<file path="config.mk">
export PLATFORM = sky130hd
export DESIGN_NAME = radix_digit_converter_unit
export DESIGN_NICKNAME = d
export VERILOG_FILES = /design/src/sv/rdc_pkg.sv /design/src/sv/rdc_front.sv /design/src/sv/rdc_queue.sv /design/src/sv/rdc_back.sv /design/src/sv/radix_digit_converter_unit.sv
export SDC_FILE = /design/constraint.sdc
export NUM_CORES = 1
export LEC_CHECK = 0
export ABC_AREA = 1
export BUFFER_PORTS_ARGS = -buffer_cell sky130_fd_sc_hd__buf_2
export CAP_MARGIN = 5
export CORE_ASPECT_RATIO = 1.25
export CORE_MARGIN = 2
export CORE_UTILIZATION = 30
export CTS_BUF_LIST = sky130_fd_sc_hd__clkbuf_8
export DETAILED_ROUTE_END_ITERATION = 12
export PLACE_DENSITY = 0.46
export SYNTH_ARGS = -nofsm -noshare
export SYNTH_HDL_FRONTEND = slang
export SYNTH_SLANG_ARGS = --single-unit
</file>
<file path="constraint.sdc">
create_clock -name clk_i -period 27.8 [get_ports clk_i]
set_input_delay 6.95 -clock clk_i [delete_from_list [all_inputs] [get_ports clk_i]]
set_output_delay 6.95 -clock clk_i [all_outputs]
set_load 0.05 [all_outputs]
</file>
<file path="src/sv/rdc_pkg.sv">
// Shared constants, types and helpers for the radix digit converter.
package rdc_pkg;

  // Default sizes handed to the top level parameters
  localparam int unsigned VALUE_BITS_DEF = 31;
  localparam int unsigned MAX_DIGITS_DEF = 31;

  // Radix register
  localparam int unsigned RADIX_W     = 5;
  localparam int unsigned RADIX_RESET = 10;
  localparam int unsigned RADIX_MIN   = 2;
  localparam int unsigned RADIX_MAX   = 16;

  // Result fields
  localparam int unsigned DIGIT_W     = 4;
  localparam int unsigned CHAR_W      = 7;
  localparam int unsigned OUT_TDATA_W = 16;

  // Dividend bits retired per divider cycle
  localparam int unsigned CHUNK_BITS = 8;

  // ASCII codes
  localparam logic [CHAR_W-1:0]  ASCII_ZERO = 7'd48;
  localparam logic [CHAR_W-1:0]  ASCII_A    = 7'd65;
  localparam logic [DIGIT_W-1:0] DIGIT_TEN  = 4'd10;

  // Back end sequencer
  typedef enum logic [1:0] {
    ST_IDLE,
    ST_DIV,
    ST_POP,
    ST_LOAD
  } rdc_state_e;

  // Digit to its ASCII character, 0-9 then upper-case A-F
  function automatic logic [CHAR_W-1:0] digit_ascii(input logic [DIGIT_W-1:0] d);
    logic [CHAR_W-1:0] d_ext;
    d_ext = CHAR_W'(d);
    if (d < DIGIT_TEN) begin
      digit_ascii = ASCII_ZERO + d_ext;
    end else begin
      digit_ascii = ASCII_A + d_ext - CHAR_W'(DIGIT_TEN);
    end
  endfunction

endpackage

</file>
<file path="src/sv/rdc_front.sv">
// Front end: radix register, radix clamping and input beat acceptance.
module rdc_front import rdc_pkg::*; #(
  parameter int unsigned VALUE_BITS = VALUE_BITS_DEF
) (
  input  logic                  clk_i,
  input  logic                  rst_ni,
  // Configuration write channel
  input  logic                  cfg_valid_i,
  output logic                  cfg_ready_o,
  input  logic [RADIX_W-1:0]    cfg_data_i,
  // Input beat
  input  logic                  in_valid_i,
  output logic                  in_ready_o,
  input  logic [VALUE_BITS-1:0] in_value_i,
  // Push side of the queue: {radix, value}
  output logic                  push_o,
  input  logic                  full_i,
  output logic [RADIX_W+VALUE_BITS-1:0] push_data_o
);

  logic [RADIX_W-1:0] radix_q;
  logic [RADIX_W-1:0] radix_eff;

  // Radix register, always writable
  assign cfg_ready_o = 1'b1;

  always_ff @(posedge clk_i or negedge rst_ni) begin
    if (!rst_ni) begin
      radix_q <= RADIX_W'(RADIX_RESET);
    end else if (cfg_valid_i) begin
      radix_q <= cfg_data_i;
    end
  end

  // Clamp the base into 2..16
  always_comb begin
    if (radix_q < RADIX_W'(RADIX_MIN)) begin
      radix_eff = RADIX_W'(RADIX_MIN);
    end else if (radix_q > RADIX_W'(RADIX_MAX)) begin
      radix_eff = RADIX_W'(RADIX_MAX);
    end else begin
      radix_eff = radix_q;
    end
  end

  // Take a beat whenever the queue has room
  assign in_ready_o  = !full_i;
  assign push_o      = in_valid_i && !full_i;
  assign push_data_o = {radix_eff, in_value_i};

endmodule

</file>
<file path="src/sv/rdc_queue.sv">
// Two-entry queue between the front end and the back end.
module rdc_queue #(
  parameter int unsigned WIDTH = 36
) (
  input  logic             clk_i,
  input  logic             rst_ni,
  input  logic             push_i,
  input  logic [WIDTH-1:0] push_data_i,
  output logic             full_o,
  input  logic             pop_i,
  output logic             valid_o,
  output logic [WIDTH-1:0] pop_data_o
);

  logic [WIDTH-1:0] slot_q [2];
  logic             wr_ptr_q, wr_ptr_d;
  logic             rd_ptr_q, rd_ptr_d;
  logic [1:0]       count_q, count_d;

  assign full_o     = count_q == 2'd2;
  assign valid_o    = count_q != 2'd0;
  assign pop_data_o = slot_q[rd_ptr_q];

  // Pointer and fill count update
  always_comb begin
    wr_ptr_d = wr_ptr_q ^ push_i;
    rd_ptr_d = rd_ptr_q ^ pop_i;
    count_d  = count_q + 2'(push_i) - 2'(pop_i);
  end

  always_ff @(posedge clk_i or negedge rst_ni) begin
    if (!rst_ni) begin
      wr_ptr_q <= 1'b0;
      rd_ptr_q <= 1'b0;
      count_q  <= 2'd0;
    end else begin
      wr_ptr_q <= wr_ptr_d;
      rd_ptr_q <= rd_ptr_d;
      count_q  <= count_d;
    end
  end

  // Payload slots
  always_ff @(posedge clk_i) begin
    if (push_i) begin
      slot_q[wr_ptr_q] <= push_data_i;
    end
  end

endmodule

</file>
<file path="src/sv/rdc_back.sv">
// Back end: chunked radix divider, digit stack and most-significant-first emission.
module rdc_back import rdc_pkg::*; #(
  parameter int unsigned VALUE_BITS = VALUE_BITS_DEF,
  parameter int unsigned MAX_DIGITS = MAX_DIGITS_DEF
) (
  input  logic                  clk_i,
  input  logic                  rst_ni,
  // Item from the queue
  input  logic                  item_valid_i,
  output logic                  item_ready_o,
  input  logic [VALUE_BITS-1:0] item_value_i,
  input  logic [RADIX_W-1:0]    item_radix_i,
  // Result beat
  output logic                  out_valid_o,
  input  logic                  out_ready_i,
  output logic [DIGIT_W-1:0]    out_digit_o,
  output logic [CHAR_W-1:0]     out_char_o,
  output logic                  out_last_o
);

  localparam int unsigned STEPS    = (VALUE_BITS + CHUNK_BITS - 1) / CHUNK_BITS;
  localparam int unsigned PAD_BITS = STEPS * CHUNK_BITS;
  localparam int unsigned STEP_W   = (STEPS > 1) ? $clog2(STEPS) : 1;
  localparam int unsigned CNT_W    = $clog2(MAX_DIGITS + 1);
  localparam int unsigned AW       = $clog2(MAX_DIGITS);

  rdc_state_e state_q, state_d;

  logic [PAD_BITS-1:0] work_q, work_d;
  logic [DIGIT_W-1:0]  rem_q, rem_d;
  logic [RADIX_W-1:0]  radix_q, radix_d;
  logic [STEP_W-1:0]   step_q, step_d;
  logic [CNT_W-1:0]    cnt_q, cnt_d;
  logic                rd_last_q, rd_last_d;
  logic [DIGIT_W-1:0]  rd_digit_q;
  logic                out_valid_q, out_valid_d;
  logic [DIGIT_W-1:0]  out_digit_q;
  logic [CHAR_W-1:0]   out_char_q;
  logic                out_last_q;

  logic [DIGIT_W-1:0]  stack_mem [MAX_DIGITS];

  logic [PAD_BITS-1:0] div_work;
  logic [DIGIT_W-1:0]  div_rem;
  logic                digit_done;
  logic                run_done;
  logic                wr_en;
  logic                rd_en;
  logic [AW-1:0]       rd_addr;
  logic                load_out;

  // One divider cycle: CHUNK_BITS restoring steps on a narrow remainder
  always_comb begin
    logic [PAD_BITS-1:0] w;
    logic [DIGIT_W-1:0]  r;
    logic [RADIX_W-1:0]  t;
    logic                b;
    w = work_q;
    r = rem_q;
    for (int i = 0; i < CHUNK_BITS; i++) begin
      t = {r, w[PAD_BITS-1]};
      if (t >= radix_q) begin
        t = t - radix_q;
        b = 1'b1;
      end else begin
        b = 1'b0;
      end
      r = t[DIGIT_W-1:0];
      w = {w[PAD_BITS-2:0], b};
    end
    div_work = w;
    div_rem  = r;
  end

  assign digit_done = (state_q == ST_DIV) && (step_q == STEP_W'(STEPS - 1));
  assign run_done   = (div_work == '0) || (cnt_q == CNT_W'(MAX_DIGITS - 1));
  assign load_out   = (state_q == ST_LOAD) && (!out_valid_q || out_ready_i);
  assign wr_en      = digit_done;
  assign rd_en      = state_q == ST_POP;
  assign rd_addr    = AW'(cnt_q - CNT_W'(1));

  // Next state
  always_comb begin
    state_d = state_q;
    unique case (state_q)
      ST_IDLE: begin
        if (item_valid_i) state_d = ST_DIV;
      end
      ST_DIV: begin
        if (digit_done && run_done) state_d = ST_POP;
      end
      ST_POP: begin
        state_d = ST_LOAD;
      end
      ST_LOAD: begin
        if (load_out) state_d = rd_last_q ? ST_IDLE : ST_POP;
      end
      default: state_d = ST_IDLE;
    endcase
  end

  // Datapath and handshake outputs
  always_comb begin
    work_d      = work_q;
    rem_d       = rem_q;
    radix_d     = radix_q;
    step_d      = step_q;
    cnt_d       = cnt_q;
    rd_last_d   = rd_last_q;
    out_valid_d = out_valid_q && !out_ready_i;
    item_ready_o = 1'b0;
    unique case (state_q)
      ST_IDLE: begin
        item_ready_o = 1'b1;
        if (item_valid_i) begin
          work_d  = PAD_BITS'(item_value_i);
          rem_d   = '0;
          radix_d = item_radix_i;
          step_d  = '0;
          cnt_d   = '0;
        end
      end
      ST_DIV: begin
        work_d = div_work;
        if (digit_done) begin
          rem_d  = '0;
          step_d = '0;
          cnt_d  = cnt_q + CNT_W'(1);
        end else begin
          rem_d  = div_rem;
          step_d = step_q + STEP_W'(1);
        end
      end
      ST_POP: begin
        cnt_d     = cnt_q - CNT_W'(1);
        rd_last_d = cnt_q == CNT_W'(1);
      end
      ST_LOAD: begin
        if (load_out) out_valid_d = 1'b1;
      end
      default: ;
    endcase
  end

  // Control registers
  always_ff @(posedge clk_i or negedge rst_ni) begin
    if (!rst_ni) begin
      state_q     <= ST_IDLE;
      step_q      <= '0;
      cnt_q       <= '0;
      out_valid_q <= 1'b0;
    end else begin
      state_q     <= state_d;
      step_q      <= step_d;
      cnt_q       <= cnt_d;
      out_valid_q <= out_valid_d;
    end
  end

  // Payload registers
  always_ff @(posedge clk_i) begin
    work_q    <= work_d;
    rem_q     <= rem_d;
    radix_q   <= radix_d;
    rd_last_q <= rd_last_d;
    if (load_out) begin
      out_digit_q <= rd_digit_q;
      out_char_q  <= digit_ascii(rd_digit_q);
      out_last_q  <= rd_last_q;
    end
  end

  // Digit stack: pushed during division, popped in reverse
  always_ff @(posedge clk_i) begin
    if (wr_en) begin
      stack_mem[cnt_q[AW-1:0]] <= div_rem;
    end
  end

  always_ff @(posedge clk_i) begin
    if (rd_en) begin
      rd_digit_q <= stack_mem[rd_addr];
    end
  end

  assign out_valid_o = out_valid_q;
  assign out_digit_o = out_digit_q;
  assign out_char_o  = out_char_q;
  assign out_last_o  = out_last_q;

endmodule

</file>
<file path="src/sv/radix_digit_converter_unit.sv">
// Top level: converts integers to digit beats in a configurable radix.
// Each item is divided chunk by chunk, with every digit pushed on the digit stack; the
// digits are then read back from the stack most significant first, one read per beat.
// The back end takes one item at a time through the shared chunked divider and the
// registered stack read; a queued item waits until the current run ends.
// Reset: radix returns to 10, queue and sequencer empty; the digit stack is not cleared.
module radix_digit_converter_unit import rdc_pkg::*; #(
  parameter int unsigned VALUE_BITS = VALUE_BITS_DEF,
  parameter int unsigned MAX_DIGITS = MAX_DIGITS_DEF
) (
  input  logic                   clk_i,
  input  logic                   rst_ni,
  // Configuration
  input  logic                   cfg_valid_i,
  output logic                   cfg_ready_o,
  input  logic [RADIX_W-1:0]     cfg_data_i,
  // Input stream
  input  logic                   s_axis_tvalid,
  output logic                   s_axis_tready,
  input  logic [((VALUE_BITS+7)/8)*8-1:0] s_axis_tdata,  // value
  // Output stream
  output logic                   m_axis_tvalid,
  input  logic                   m_axis_tready,
  output logic [OUT_TDATA_W-1:0] m_axis_tdata,  // digit_value, digit_char
  output logic                   m_axis_tlast   // last_digit
);

  localparam int unsigned ITEM_W = RADIX_W + VALUE_BITS;

  logic              q_push;
  logic              q_full;
  logic [ITEM_W-1:0] q_push_data;
  logic              q_valid;
  logic              q_pop;
  logic [ITEM_W-1:0] q_pop_data;
  logic              back_ready;
  logic [DIGIT_W-1:0] out_digit;
  logic [CHAR_W-1:0]  out_char;

  rdc_front #(
    .VALUE_BITS(VALUE_BITS)
  ) u_front (
    .clk_i      (clk_i),
    .rst_ni     (rst_ni),
    .cfg_valid_i(cfg_valid_i),
    .cfg_ready_o(cfg_ready_o),
    .cfg_data_i (cfg_data_i),
    .in_valid_i (s_axis_tvalid),
    .in_ready_o (s_axis_tready),
    .in_value_i (s_axis_tdata[VALUE_BITS-1:0]),
    .push_o     (q_push),
    .full_i     (q_full),
    .push_data_o(q_push_data)
  );

  rdc_queue #(
    .WIDTH(ITEM_W)
  ) u_queue (
    .clk_i      (clk_i),
    .rst_ni     (rst_ni),
    .push_i     (q_push),
    .push_data_i(q_push_data),
    .full_o     (q_full),
    .pop_i      (q_pop),
    .valid_o    (q_valid),
    .pop_data_o (q_pop_data)
  );

  assign q_pop = q_valid && back_ready;

  rdc_back #(
    .VALUE_BITS(VALUE_BITS),
    .MAX_DIGITS(MAX_DIGITS)
  ) u_back (
    .clk_i       (clk_i),
    .rst_ni      (rst_ni),
    .item_valid_i(q_valid),
    .item_ready_o(back_ready),
    .item_value_i(q_pop_data[VALUE_BITS-1:0]),
    .item_radix_i(q_pop_data[ITEM_W-1:VALUE_BITS]),
    .out_valid_o (m_axis_tvalid),
    .out_ready_i (m_axis_tready),
    .out_digit_o (out_digit),
    .out_char_o  (out_char),
    .out_last_o  (m_axis_tlast)
  );

  assign m_axis_tdata = {{(OUT_TDATA_W - DIGIT_W - CHAR_W){1'b0}}, out_char, out_digit};

  // Character always matches the digit it travels with
  a_char_matches: assert property (@(posedge clk_i) disable iff (!rst_ni)
    m_axis_tvalid |-> (out_char == digit_ascii(out_digit)))
    else $error("digit character does not match digit value");

  // Queued items carry a clamped base
  a_radix_range: assert property (@(posedge clk_i) disable iff (!rst_ni)
    q_valid |-> (q_pop_data[ITEM_W-1:VALUE_BITS] >= RADIX_W'(RADIX_MIN)) &&
                (q_pop_data[ITEM_W-1:VALUE_BITS] <= RADIX_W'(RADIX_MAX)))
    else $error("queued radix outside 2..16");

  // A queue push is only made with room left
  a_no_overflow: assert property (@(posedge clk_i) disable iff (!rst_ni)
    q_full && !q_pop |=> q_full)
    else $error("queue lost an entry while full");

endmodule

</file>
* Word-level counts from Yosys, hierarchy flattened
Memory sizes are Yosys's and may differ from the RTL's. A register that Yosys moved wholly into a read port is not among the register bits. Cells that the tools add are included.
Operators by class: add/sub/neg operators 16, magnitude comparators 11, equality and inequality tests 11, multiplexer cells 42, bitwise gates (word level) 2, reduce and logical (&&, ||, !) cells 20
Operators with widths (count):
- 32-bit one-hot mux with 2 select lines | 1
- 5-bit >= comparator | 8
- 4-bit two-way mux | 10
- 32-bit zero test | 1
- 32-bit two-way mux | 1
- 4-bit subtractor | 8
- 5-bit two-way mux | 4
- 1-bit two-way mux | 15
- 5-bit one-hot mux with 3 select lines | 1
- 2-bit two-way mux | 6
- 2-bit == test, second input constant | 4
- 2-bit one-hot mux with 4 select lines | 1
- 4-bit one-hot mux with 2 select lines | 1
- 6-bit by 4-bit adder with 7-bit output, first input constant | 1
- 7-bit by 4-bit adder with 7-bit output, first input constant | 1
- 7-bit two-way mux | 1
- 7-bit by 4-bit subtractor with 7-bit output, second input constant | 1
- 1-bit logical AND | 6
- 3-bit AND reduction | 2
- 5-bit by 1-bit adder with 5-bit output, second input constant | 1
- 5-bit by 1-bit == test with 1-bit output, second input constant | 1
- 5-bit == test, second input constant | 1
- 5-bit > comparator, second input constant | 1
- 5-bit by 2-bit < comparator with 1-bit output, second input constant | 1
- other kinds (16) | 24
Storage, ports and cells: flip-flop bits (word level) 73, memory bits (writable) 196, input bits 42, output and inout port bits 20, logic and storage cells 119, memories 2
Memories:
- u_back.stack_mem | depth 31, width 4, rd ports 1, clocked after memory_dff 1, write ports 1, line rdc_back.sv:41 | logic [DIGIT_W-1:0] stack_mem [MAX_DIGITS];
- u_queue.slot_q | depth 2, width 36, rd ports 1, clocked after memory_dff 0, write ports 1, line rdc_queue.sv:15 | logic [WIDTH-1:0] slot_q [2];

* Logic depth before layout (Yosys ltp)
Gate-level depths: netlist of run 1.
depth in word-level cells 21, depth in mapped cells 69, gate-level depth less buffers 68

* Cells and area by module
Synthesis of run 1 repeated with hierarchy kept, for this count alone.
Second synthesis, totals: cell total of the unflattened synthesis 1275, area total of the unflattened synthesis 13626.8 um2
Modules (own cells, without submodules):
- rdc_back | instances 1, cells an instance 988, area each 10039.6 um2, seq. area each 5715.5 um2
- rdc_queue | instances 1, cells an instance 212, area each 3031.7 um2, seq. area each 2262.2 um2
- rdc_front | instances 1, cells an instance 67, area each 506.7 um2, seq. area each 127.6 um2
- radix_digit_converter_unit | instances 1, cells an instance 8, area each 48.8 um2, seq. area each 0.0 um2

* Least setup slack after synthesis of run 1
Ideal clock, no wire load.
path kind register to register, start point register u_back.radix_q[1], end point memory u_back.stack_mem[0][3] (data pin), library setup time 0.388 ns, arrival time 8.755 ns, required time 27.412 ns, slack 18.657 ns, stages on the path, launching flop included 66, path buffers 1, clock period less this slack 9.143 ns, cells stage by stage edfxtp_1 > inv_1 > ha_1 > nand2_1 > nor2_1 > o21ai_1 > nand3_1 > o21ai_0 > inv_1 > ha_1 > nand2_1 > nor2_1 > o21ai_1 > inv_2 > nor2_4 > or2_2 > nand2_1 > ha_1 > [30 not listed] > nand2_1 > ha_1 > nand2_1 > nand2_1 > nand2_1 > nand2_1 > nor2_1 > buf_4 > nand2_1 > o21a_1 > ha_1 > a21o_1 > nand3_1 > nand2_1 > nor2_4 > inv_1 > nand2_1 > nand2_1
On the way: word-level cells in the longest chain between the ends 16, elaborated cells between the ends (all ways) 24, classes of those cells add/sub (8); order compare (8); mux (8)
Ends and longest elaborated chain:
- start, declared | line rdc_back.sv:31 | logic [RADIX_W-1:0] radix_q, radix_d;
- start signal, assigned | line rdc_back.sv:164 | radix_q <= radix_d;
- 4-bit subtractor or 5-bit >= comparator (tied branches) | line rdc_back.sv:63, rdc_back.sv:62
- 4-bit two-way mux | line rdc_back.sv:62 | if (t >= radix_q) begin
- 4-bit subtractor or 5-bit >= comparator (tied branches) | line rdc_back.sv:63, rdc_back.sv:62
- 4-bit two-way mux | line rdc_back.sv:62
- 4-bit subtractor or 5-bit >= comparator (tied branches) | line rdc_back.sv:63, rdc_back.sv:62
- 4-bit two-way mux | line rdc_back.sv:62
- 5-bit >= comparator or 4-bit subtractor (tied branches) | line rdc_back.sv:62, rdc_back.sv:63
- 4-bit two-way mux | line rdc_back.sv:62
- 4-bit subtractor or 5-bit >= comparator (tied branches) | line rdc_back.sv:63, rdc_back.sv:62
- 4-bit two-way mux | line rdc_back.sv:62
- 4-bit subtractor or 5-bit >= comparator (tied branches) | line rdc_back.sv:63, rdc_back.sv:62
- 4-bit two-way mux | line rdc_back.sv:62
- 5-bit >= comparator or 4-bit subtractor (tied branches) | line rdc_back.sv:62, rdc_back.sv:63
- 4-bit two-way mux | line rdc_back.sv:62
- 4-bit subtractor or 5-bit >= comparator (tied branches) | line rdc_back.sv:63, rdc_back.sv:62
- 4-bit two-way mux * | line rdc_back.sv:62
- named net u_back.div_rem[3] | line rdc_back.sv:44 | logic [DIGIT_W-1:0] div_rem;
- end, declared | line rdc_back.sv:41
Mark *: on every way through the listed nets, which the timed path passes. The rest lies on a longest branch.

* Worst setup path in the final report of run 1
start point register u_back.radix_q[1], end point memory u_back.stack_mem[11][0] (data pin)
On the way: word-level cells in the longest chain between the ends 16, elaborated cells between the ends (all ways) 23, classes of those cells add/sub (7); order compare (8); mux (8)
Ends and longest elaborated chain (line):
- 4-bit subtractor or 5-bit >= comparator (tied branches) | rdc_back.sv:63, rdc_back.sv:62
- 4-bit two-way mux | rdc_back.sv:62
- 4-bit subtractor or 5-bit >= comparator (tied branches) | rdc_back.sv:63, rdc_back.sv:62
- 4-bit two-way mux | rdc_back.sv:62
- 4-bit subtractor or 5-bit >= comparator (tied branches) | rdc_back.sv:63, rdc_back.sv:62
- 4-bit two-way mux | rdc_back.sv:62
- 5-bit >= comparator or 4-bit subtractor (tied branches) | rdc_back.sv:62, rdc_back.sv:63
- 4-bit two-way mux | rdc_back.sv:62
- 4-bit subtractor or 5-bit >= comparator (tied branches) | rdc_back.sv:63, rdc_back.sv:62
- 4-bit two-way mux | rdc_back.sv:62
- 4-bit subtractor or 5-bit >= comparator (tied branches) | rdc_back.sv:63, rdc_back.sv:62
- 4-bit two-way mux | rdc_back.sv:62
- 4-bit subtractor or 5-bit >= comparator (tied branches) | rdc_back.sv:63, rdc_back.sv:62
- 4-bit two-way mux | rdc_back.sv:62
- 5-bit >= comparator * | rdc_back.sv:62
- 4-bit two-way mux * | rdc_back.sv:62
- named net u_back.div_rem[0] | rdc_back.sv:44
Marks and branches as above.

==> run_results.csv, run 1 <==
group,metric,value,unit
global_routing,grt_max_degree,67,
synthesis,synth_cells,1168,
power,power_density,59.5,nW/um^2
clocking,path_clk_slew,0.07,ns
clocking,cts-htree-levels,2,
sta,fmax,85.0,MHz
clocking,post_cts.repair.setup_buffers,0,
final_layout,finish.utilization,34.3,%
sta,hold_viol,0,
synthesis,synth_edf_count,254,
worst_hold_path,hp-start,"u_back.rd_last_q",
sta,drv_slew,0,
worst_setup_path,critPathLaunch,"u_back.radix_q[1]",
flow_run,cap_violations,0,
sta,tightest_slew,1.08,ns
global_routing,grt_pass1_vias,8694,
global_routing,grt_pass1_wl,48600,um
final_layout,layout-drive-gt1-share,13.9,%
power,vdd_ir_drop_max,0.0000300,V
sta,min_period,11.77,ns
sta,finalCritPeriodShare,42.3,%
clocking,clk_latency,0.58,ns
detailed_routing,routedWlPerCell,16.9,um
detailed_routing,drt-pass1-iter-count,5,
global_routing,grt_overflow,0,
sta,max_slew_margin,28.0,%
detailed_routing,antenna_left,0,
worst_setup_path,crit_path_max_fanout,31,
clocking,cts_tree,"built",
die,fp.dieW,190,um
worst_setup_path,slowest_delay,0.80,ns
die,initial_utilization,30.3,%
final_layout,syn_to_final_growth,13.2,%
clocking,cts-resized-gates,0,
global_routing,track_usage,14.0,%
sta,skew,0.0262,ns
placement,io_buffers,54,
synthesis,async_flop_share,6.96,%
worst_setup_path,crit_path_end_kind,"flip-flop",
worst_setup_path,cp_slowest_cell,"inv_1",
synthesis,syn_avg_cell_area,11.2,um^2
final_layout,mostFrequentLayoutCell,"edfxtp_1",
worst_setup_path,reg2reg_from,"u_back.radix_q[1]",
sta,setup_viol,0,
die,rows,85,
synthesis,ys_ff_latch,273,
die,io_pins,62,
detailed_routing,dr_total_vias,8550,
synthesis,synth-seq-area-share,62.2,%
detailed_routing,drt_drc_violations_left,0,
final_layout,nets,1341,
detailed_routing,first_iter_violations,570,
clocking,postCtsHoldBufs,0,
worst_setup_path,criticalPathCategory,"reg -> reg",
run_status,outcome,"finished, final reports clean",
sta,setup_tns,0,ns
clocking,root_buffer,"clkbuf_8",
worst_setup_path,arrival,11.97,ns
worst_setup_path,worstSetupStartpointType,"flip-flop",
global_routing,grt_antenna_before_repair,2,
synthesis,synthFlopType,"edfxtp_1",
clocking,cts_max_path_buffers,3,
die,core-area,43000,um^2
synthesis,syn_area,13000,um^2
synthesis,synth_cell_types,50,
placement,dp_hpwl,20000,um
worst_setup_path,critPathRequiredTime,28.01,ns
final_layout,final_cell_mix,"edfxtp_1, nand2_1, nor2_1, inv_1, o21ai_0",
worst_setup_path,crit_top_cell,"nand2_1",
clocking,tritoncts.num_buffers,46,
die,die_area,45100,um^2
clocking,clock_sinks,273,
power,leakage,5.70,nW
die,die_height,237,um
detailed_routing,viasPerCell,4.66,
worst_hold_path,min_path_type,"reg -> reg",
sta,rsz0062_at_grt,"no",
detailed_routing,wirelength,30900,um
synthesis,yosys_warnings,0,
placement,place_congestion,0.782,
[metal layers]
metal  GRT usage, %  routed length [um]  vias to the layer above
met3           2.27                1290                       49
met4           4.49                 722                        0
met5              0                   0                        -
li1               -                   -                     4217
met2           23.3               14800                      179
met1           18.4               14100                     4105
[kinds of logic after synthesis]
| family | count (synthesis) | synth area share [%] |
|---|---|---|
| AOI/OAI and AO/OA | 243 | 10.6 |
| DFF | 273 | 62.2 |
| and+or+nand+nor | 413 | 13.5 |
| adders and majority gates | 64 | 6.60 |
| muxes | 2 | 0.173 |
| xor gates and xnor gates | 23 | 1.83 |
| buffers and inverters | 148 | 4.95 |
| other | 2 | 0.0576 |
[power by group]
part / internal (mW) / switching (mW)
Clock: 0.193 / 0.162
Sequential: 0.478 / 0.00738
Combinational: 0.00830 / 0.0282
[stage by stage]
step	hold WS, ns	setup WS [ns]	area [um^2]	cells	power [mW]
floorplan	0.421	18.66	13000	1172	0.516
global placement	0.439	15.97	13800	1752	0.530
detailed placement	0.438	15.85	13800	1752	0.532
CTS	0.462	15.81	14700	1833	0.892
global route	0.486	14.84	14800	1835	0.911
finish	0.458	16.03	14800	1835	0.878
[final cells by class]
cell class	count	area, um^2
Inverter	100	383
Clock inverter	31	210
Tap cell	565	707
Antenna cell	2	5.00
Multi-Input combinational cell	751	4320
Sequential cell	273	8110
Timing Repair Buffer	63	338
Fill cell	4324	28200
Clock buffer	50	688
[flip-flops by register name (all words and copies together), names as in the netlist]
name,cells
u_back.cnt_q,5
u_back.out_char_o,7
u_back.out_digit_o,4
u_back.out_last_o,1
u_back.out_valid_o,1
u_back.radix_q,5
u_back.rd_digit_q,4
u_back.rd_last_q,1
u_back.rem_q,4
u_back.stack_mem,124
u_back.state_q,2
u_back.step_q,2
u_back.work_q,32
u_front.radix_q,5
u_queue.count_q,2
u_queue.rd_ptr_q,1
u_queue.slot_q,72
u_queue.wr_ptr_q,1
[worst paths after layout]
check | to | slack, ns | cells past startpoint
max in group asynchronous | u_front.radix_q[4] | 20.98 | 1
setup reg to reg | u_back.stack_mem[11][0] | 16.03 | 63
hold / removal | u_back.out_last_o | 0.46 | 0
setup / recovery | u_back.stack_mem[11][0] | 16.03 | 63
hold reg to reg | u_back.out_last_o | 0.46 | 0
min in group asynchronous | u_queue.count_q[1] | 6.38 | 1
[worst max-delay path: cells and delay by family (launching register included)]
kind                       cells  cell delay (ns)
adders and majority gates      8             2.59
AOI/OAI and AO/OA              5             0.91
DFF                            1             0.75
buffers and inverters         10             1.94
and+or+nand+nor               40             5.16
[cell usage after synthesis, types with 5 or more instances]
master | n | area share, %
buf_4 | 9 | 0.52
clkbuf_1 | 12 | 0.35
xnor2_1 | 5 | 0.34
dfrtp_1 | 17 | 3.3
o221ai_1 | 8 | 0.54
nand3_1 | 34 | 1.3
fa_1 | 8 | 1.2
nor3_1 | 5 | 0.19
nand2_2 | 10 | 0.48
nor2_1 | 157 | 4.5
o21ai_0 | 90 | 3.5
nand2_1 | 179 | 5.2
o22ai_1 | 23 | 1.1
inv_1 | 90 | 2.6
xor2_1 | 16 | 1.1
o21ai_1 | 19 | 0.73
edfxtp_1 | 254 | 59
o21ai_2 | 5 | 0.34
a31oi_1 | 6 | 0.29
and2_1 | 5 | 0.24
buf_2 | 17 | 0.65
a21oi_1 | 59 | 2.3
a22oi_1 | 16 | 0.92
inv_2 | 6 | 0.17
ha_1 | 56 | 5.4
o211ai_1 | 10 | 0.58
No activity file was read; power rests on OpenSTA's default activity.
==> run 2: changes to the inputs <==
--- a/config.mk
+++ b/config.mk
@@ -13,7 +13,7 @@
 export CORE_UTILIZATION = 30
 export CTS_BUF_LIST = sky130_fd_sc_hd__clkbuf_8
 export DETAILED_ROUTE_END_ITERATION = 12
-export PLACE_DENSITY = 0.46
+export PLACE_DENSITY = 0.47
 export SYNTH_ARGS = -nofsm -noshare
 export SYNTH_HDL_FRONTEND = slang
 export SYNTH_SLANG_ARGS = --single-unit
==> constraint.sdc (replaced) <==
create_clock -name clk_i -period 9.7 [get_ports clk_i]
set_input_delay 2.425 -clock clk_i [delete_from_list [all_inputs] [get_ports clk_i]]
set_output_delay 2.425 -clock clk_i [all_outputs]
set_load 0.05 [all_outputs]
==> run_results.csv, run 2 (synthesis results as in run 1) <==
group,metric,value,unit
worst_setup_path,cp_slowest_cell,"edfxtp_1",
detailed_routing,antenna_left,0,
clocking,tritoncts.num_buffers,45,
die,rows,85,
final_layout,nets,1371,
detailed_routing,wirelength,32100,um
detailed_routing,dr_total_vias,8726,
detailed_routing,routedWlPerCell,17.2,um
clocking,cts_tree,"built",
placement,preCtsSetupSlack,-0.0393,ns
worst_setup_path,crit_top_cell,"nand2_1",
power,power_density,168,nW/um^2
sta,fin_ws,0.598,ns
sta,fmax,110,MHz
worst_setup_path,crit_path_max_fanout,15,
worst_setup_path,worstSetupStartpointType,"flip-flop",
clocking,clk_latency,0.58,ns
clocking,postCtsHoldBufs,0,
worst_setup_path,crit_path_end_kind,"flip-flop",
sta,min_period,9.10,ns
global_routing,grt_max_degree,67,
die,die_area,45100,um^2
clocking,path_clk_slew,0.07,ns
worst_hold_path,min_path_type,"reg -> reg",
flow_run,cap_violations,0,
final_layout,finish.utilization,35.9,%
worst_setup_path,reg2reg_slack,0.60,ns
worst_setup_path,arrival,9.41,ns
final_layout,layout.cells.non_filler,1868,
worst_setup_path,cp-endpoint,"u_back.stack_mem[23][0]",
global_routing,grt_pass1_wl,49500,um
sta,hold_viol,0,
power,vdd_ir_drop_max,0.0000905,V
sta,max_slew_margin,22.7,%
detailed_routing,first_iter_violations,496,
clocking,clock_sinks,273,
die,initial_utilization,30.3,%
detailed_routing,drt-pass1-iter-count,6,
placement,io_buffers,54,
power,leakage,5.96,nW
die,io_pins,62,
detailed_routing,viasPerCell,4.67,
detailed_routing,drt_drc_violations_left,0,
clocking,root_buffer,"clkbuf_8",
worst_setup_path,r2r.worst_path.cells,68,
final_layout,layout-drive-gt1-share,20.0,%
die,core-area,43000,um^2
worst_setup_path,criticalPathCategory,"reg -> reg",
sta,tightest_slew,1.16,ns
sta,drv_slew,0,
worst_setup_path,critPathLaunch,"u_back.radix_q[1]",
sta,setup_viol,0,
power,p_total,2.59,mW
global_routing,grt_overflow,0,
final_layout,largest_reg_flops,124,
worst_setup_path,slowest_delay,0.43,ns
global_routing,grt_antenna_before_repair,3,
worst_setup_path,critPathRequiredTime,10.00,ns
placement,place_inst,1766,
clocking,cts_max_path_buffers,3,
clocking,cts-htree-levels,2,
sta,finalCritPeriodShare,93.8,%
final_layout,syn_to_final_growth,18.3,%
die,fp.dieW,190,um
final_layout,mostFrequentLayoutCell,"edfxtp_1",
global_routing,grt_pass1_vias,8807,
worst_setup_path,r2r-end,"u_back.stack_mem[23][0]",
global_routing,track_usage,14.2,%
placement,place_congestion,0.776,
worst_setup_path,reg2reg_from,"u_back.radix_q[1]",
run_status,outcome,"finished, final reports clean",
sta,skew,0.0302,ns
die,die_height,237,um
placement,dp_hpwl,20100,um
final_layout,final_cell_mix,"edfxtp_1, nand2_1, nor2_1, inv_1, o21ai_0",
## run 2: power breakdown
part           internal (mW)  switching [mW]
registers               1.37          0.0216
logic                 0.0239          0.0825
clock network          0.619           0.476
total                   2.01           0.580
## run 2: timing repair
item	4_1_cts	5_1_grt
cloned	0	4
resized for setup	2	55
pin swaps	0	18
setup buffers	0	13
setup endpoints to repair	93	131
## run 2: area by class of cell
type                       instances  area, um^2
clock buffer                      51         702
clock inverter                    32         273
multi-input combinational        751        4570
inverter                         100         388
sequential                       273        8110
antenna                            2        5.00
fill                            4315       27500
timing repair buffer              94         677
tap                              565         707
## run 2: metrics by stage
stage               TNS (ns)  area [um^2]  hold slack, ns
finish                     0        15400           0.440
global route           -1.02        15400           0.456
CTS                        0        15000           0.438
detailed placement     -1.14        14000           0.443
global placement      -0.812        14000           0.439
floorplan                  0        13000           0.421
## run 2: how the worst min path moves through the flow
stage          slack (ns)  cells past startpoint            startpoint               endpoint
6_report             0.44                      0  u_back.rd_digit_q[0]  u_back.out_digit_o[0]
5_1_grt              0.46                      0  u_back.rd_digit_q[0]  u_back.out_digit_o[0]
4_1_cts              0.44                      0  u_back.rd_digit_q[0]  u_back.out_digit_o[0]
3_5_place_dp         0.44                      0      u_back.rd_last_q      u_back.out_last_o
3_3_place_gp         0.44                      0  u_back.rd_digit_q[0]  u_back.out_digit_o[0]
2_1_floorplan        0.42                      0      u_back.rd_last_q      u_back.out_last_o
## run 2: critical path: cells and delay by family, from the launching register on
family / cells / cell delay (ns)
AOI/OAI and AO/OA: 7 / 0.63
adders and majority gates: 8 / 2.22
buffers and inverters: 13 / 1.41
DFF: 1 / 0.43
and+or+nand+nor: 40 / 4.16
## run 2: per-layer routing
| metal | routed length, um | up-vias | part of all wire (%) | track usage, % |
|---|---|---|---|---|
| li1 | - | 4276 | - | - |
| met1 | 14700 | 4214 | 46 | 18.9 |
| met2 | 15300 | 172 | 48 | 23.2 |
| met3 | 1120 | 64 | 3.5 | 2.42 |
| met4 | 940 | 0 | 2.9 | 5.05 |
| met5 | 0 | - | 0 | 0 |
==> run 3: changes to the inputs <==
--- a/config.mk
+++ b/config.mk
@@ -16,4 +16,5 @@
 export PLACE_DENSITY = 0.47
 export SYNTH_ARGS = -nofsm -noshare
 export SYNTH_HDL_FRONTEND = slang
+export SYNTH_HIERARCHICAL = 1
 export SYNTH_SLANG_ARGS = --single-unit
==> run_results.csv, run 3 <==
group,metric,value,unit
synthesis,synth_top_family_by_area,"simple AND/OR/NAND/NOR gates",
global_routing,grt_antenna_before_repair,1,
synthesis,synthTopCellsByCount,"edfxtp_1, nand2_1, inv_1",
placement,place_congestion,0.770,
worst_setup_path,crit_buf_inv,10,
synthesis,synthTopCellsByArea,"edfxtp_1, nand2_1, ha_1",
run_status,outcome,"finished, final reports clean",
die,initial_utilization,30.3,%
final_layout,syn_to_final_growth,14.9,%
flow_run,cap_violations,0,
detailed_routing,dr_total_vias,8960,
die,fp.dieW,195,um
clocking,cts-htree-levels,2,
global_routing,grt_pass1_wl,47900,um
final_layout,final_cell_mix,"edfxtp_1, nand2_1, inv_1, nor2_1, o21ai_0",
worst_setup_path,cp_slowest_cell,"edfxtp_1",
detailed_routing,drt_drc_violations_left,0,
final_layout,finish.utilization,34.8,%
worst_setup_path,worstSetupStartpointType,"flip-flop",
detailed_routing,first_iter_violations,429,
placement,preCtsSetupSlack,0.0248,ns
die,die_height,242,um
clocking,clock_sinks,273,
synthesis,synth_top_area_share,56.0,%
worst_setup_path,crit_top_cell,"nand2_1",
worst_setup_path,arrival,9.50,ns
sta,min_period,9.16,ns
sta,drv_slew,0,
clocking,clk_latency,0.60,ns
sta,fin_ws,0.543,ns
final_layout,final_cell_area,15700,um^2
worst_setup_path,crit_path_max_fanout,8,
worst_setup_path,critPathRequiredTime,10.04,ns
final_layout,largest_reg_flops,124,
synthesis,synth_cell_types,43,
clocking,cts_tree,"built",
sta,setup_viol,0,
global_routing,grt_overflow,0,
detailed_routing,wirelength,30400,um
synthesis,synth_mux_area_share,0,%
synthesis,synth_compound_area_share,10.8,%
die,die_area,47200,um^2
synthesis,synth_cells,1275,
placement,place_area,14500,um^2
clocking,root_buffer,"clkbuf_8",
synthesis,synthAdderAreaFrac,6.23,%
sta,hold_viol,0,
detailed_routing,viasPerCell,4.55,
synthesis,async_flop_share,6.96,%
worst_hold_path,min_path_type,"reg -> reg",
sta,fmax,109,MHz
global_routing,grt_max_degree,74,
worst_setup_path,crit_path_end_kind,"flip-flop",
clocking,postCtsHoldBufs,0,
synthesis,synth_edf_count,254,
synthesis,syn_area,13600,um^2
synthesis,syn_avg_cell_area,10.7,um^2
clocking,cts_max_path_buffers,3,
worst_setup_path,critPathTopFamily,"simple AND/OR/NAND/NOR gates",
sta,setup_tns,0,ns
worst_setup_path,criticalPathCategory,"reg -> reg",
detailed_routing,routedWlPerCell,15.5,um
synthesis,ys_ff_latch,273,
worst_setup_path,slowest_delay,0.41,ns
final_layout,nFillCells,4595,
die,core-area,45000,um^2
sta,tightest_slew,1.06,ns
die,rows,87,
synthesis,synthFlopType,"edfxtp_1",
sta,skew,0.0241,ns
synthesis,synth-seq-area-share,59.5,%
detailed_routing,drt-pass1-iter-count,5,
clocking,path_clk_slew,0.06,ns
die,io_pins,62,
placement,dp_hpwl,20300,um
clocking,tritoncts.num_buffers,47,
synthesis,synth_xor_xnor_area_share,1.63,%
sta,finalCritPeriodShare,94.4,%
synthesis,yosysMostFrequentCell,"edfxtp_1",
detailed_routing,antenna_left,0,
synthesis,yosysTopAreaCell,"edfxtp_1",
sta,max_slew_margin,29.2,%
synthesis,yosys_warnings,6,
placement,io_buffers,54,
global_routing,track_usage,13.0,%
global_routing,grt_pass1_vias,9037,
final_layout,layout-drive-gt1-share,20.4,%
synthesis,synthSimpleGateAreaFrac,13.6,%
final_layout,nets,1460,
final_layout,mostFrequentLayoutCell,"edfxtp_1",
==> run 3: repair_timing <==
action                                  4_1_cts  5_1_grt
endpoints found under the setup margin       24      131
setup buffers                                 0        8
pin swaps                                     0       15
cloned                                        0        3
resized for setup                             2       47
==> run 3: cell type report <==
class | count | area [um^2] | share of cell area, %
Sequential cell | 273 | 8110 | 51.8
Multi-Input combinational cell | 777 | 4650 | 29.7
Timing Repair Buffer | 105 | 742 | 4.74
Tap cell | 578 | 723 | 4.62
Clock buffer | 50 | 688 | 4.39
Inverter | 151 | 577 | 3.68
Clock inverter | 34 | 175 | 1.12
Antenna cell | 1 | 2.50 | 0.0160
==> run 3: final timing paths <==
kind / start / slack (ns) / endpoint / depth (start not counted)
max: u_back/radix_q[0] / 0.54 / u_back/stack_mem[24][2] / 59
max in group asynchronous: rst_ni / 7.51 / u_queue/rd_ptr_q / 1
min: u_back/rd_digit_q[0] / 0.45 / u_back/out_digit_o[0] / 0
min reg2reg: u_back/rd_digit_q[0] / 0.45 / u_back/out_digit_o[0] / 0
min in group asynchronous: rst_ni / 1.81 / u_back/cnt_q[2] / 1
max reg2reg: u_back/radix_q[0] / 0.54 / u_back/stack_mem[24][2] / 59
==> run 3: stage by stage <==
stage / hold slack [ns] / cells
2_1_floorplan: 0.421 / 1279
3_3_place_gp: 0.444 / 1873
3_5_place_dp: 0.438 / 1873
4_1_cts: 0.446 / 1957
5_1_grt: 0.479 / 1969
6_report: 0.445 / 1969
==> run 3: routing by layer <==
| metal | track usage, % | part of all wire [%] | up-vias | wire (um) |
|---|---|---|---|---|
| met4 | 5.05 | 2.5 | 0 | 747 |
| met2 | 23.8 | 52 | 184 | 15900 |
| met5 | 0 | 0 | - | 0 |
| met3 | 2.38 | 4.0 | 48 | 1220 |
| met1 | 14.9 | 41 | 4251 | 12600 |
| li1 | - | - | 4477 | - |
==> run 3: logic make-up (layout without fill, tap and decap cells) <==
kind of cell / count (synthesis) / after routing
AO/OA/AOI/OAI: 245 / 245
adder cells (fa/ha/maj): 63 / 63
buffers and inverters: 229 / 340
other: 2 / 7
XOR/XNOR: 21 / 21
flip-flops: 273 / 273
AND/OR/NAND/NOR: 442 / 442
Power of run 3 is not shown: default switching activity piles up to over one toggle a cycle in this logic, so the estimate is an artifact.
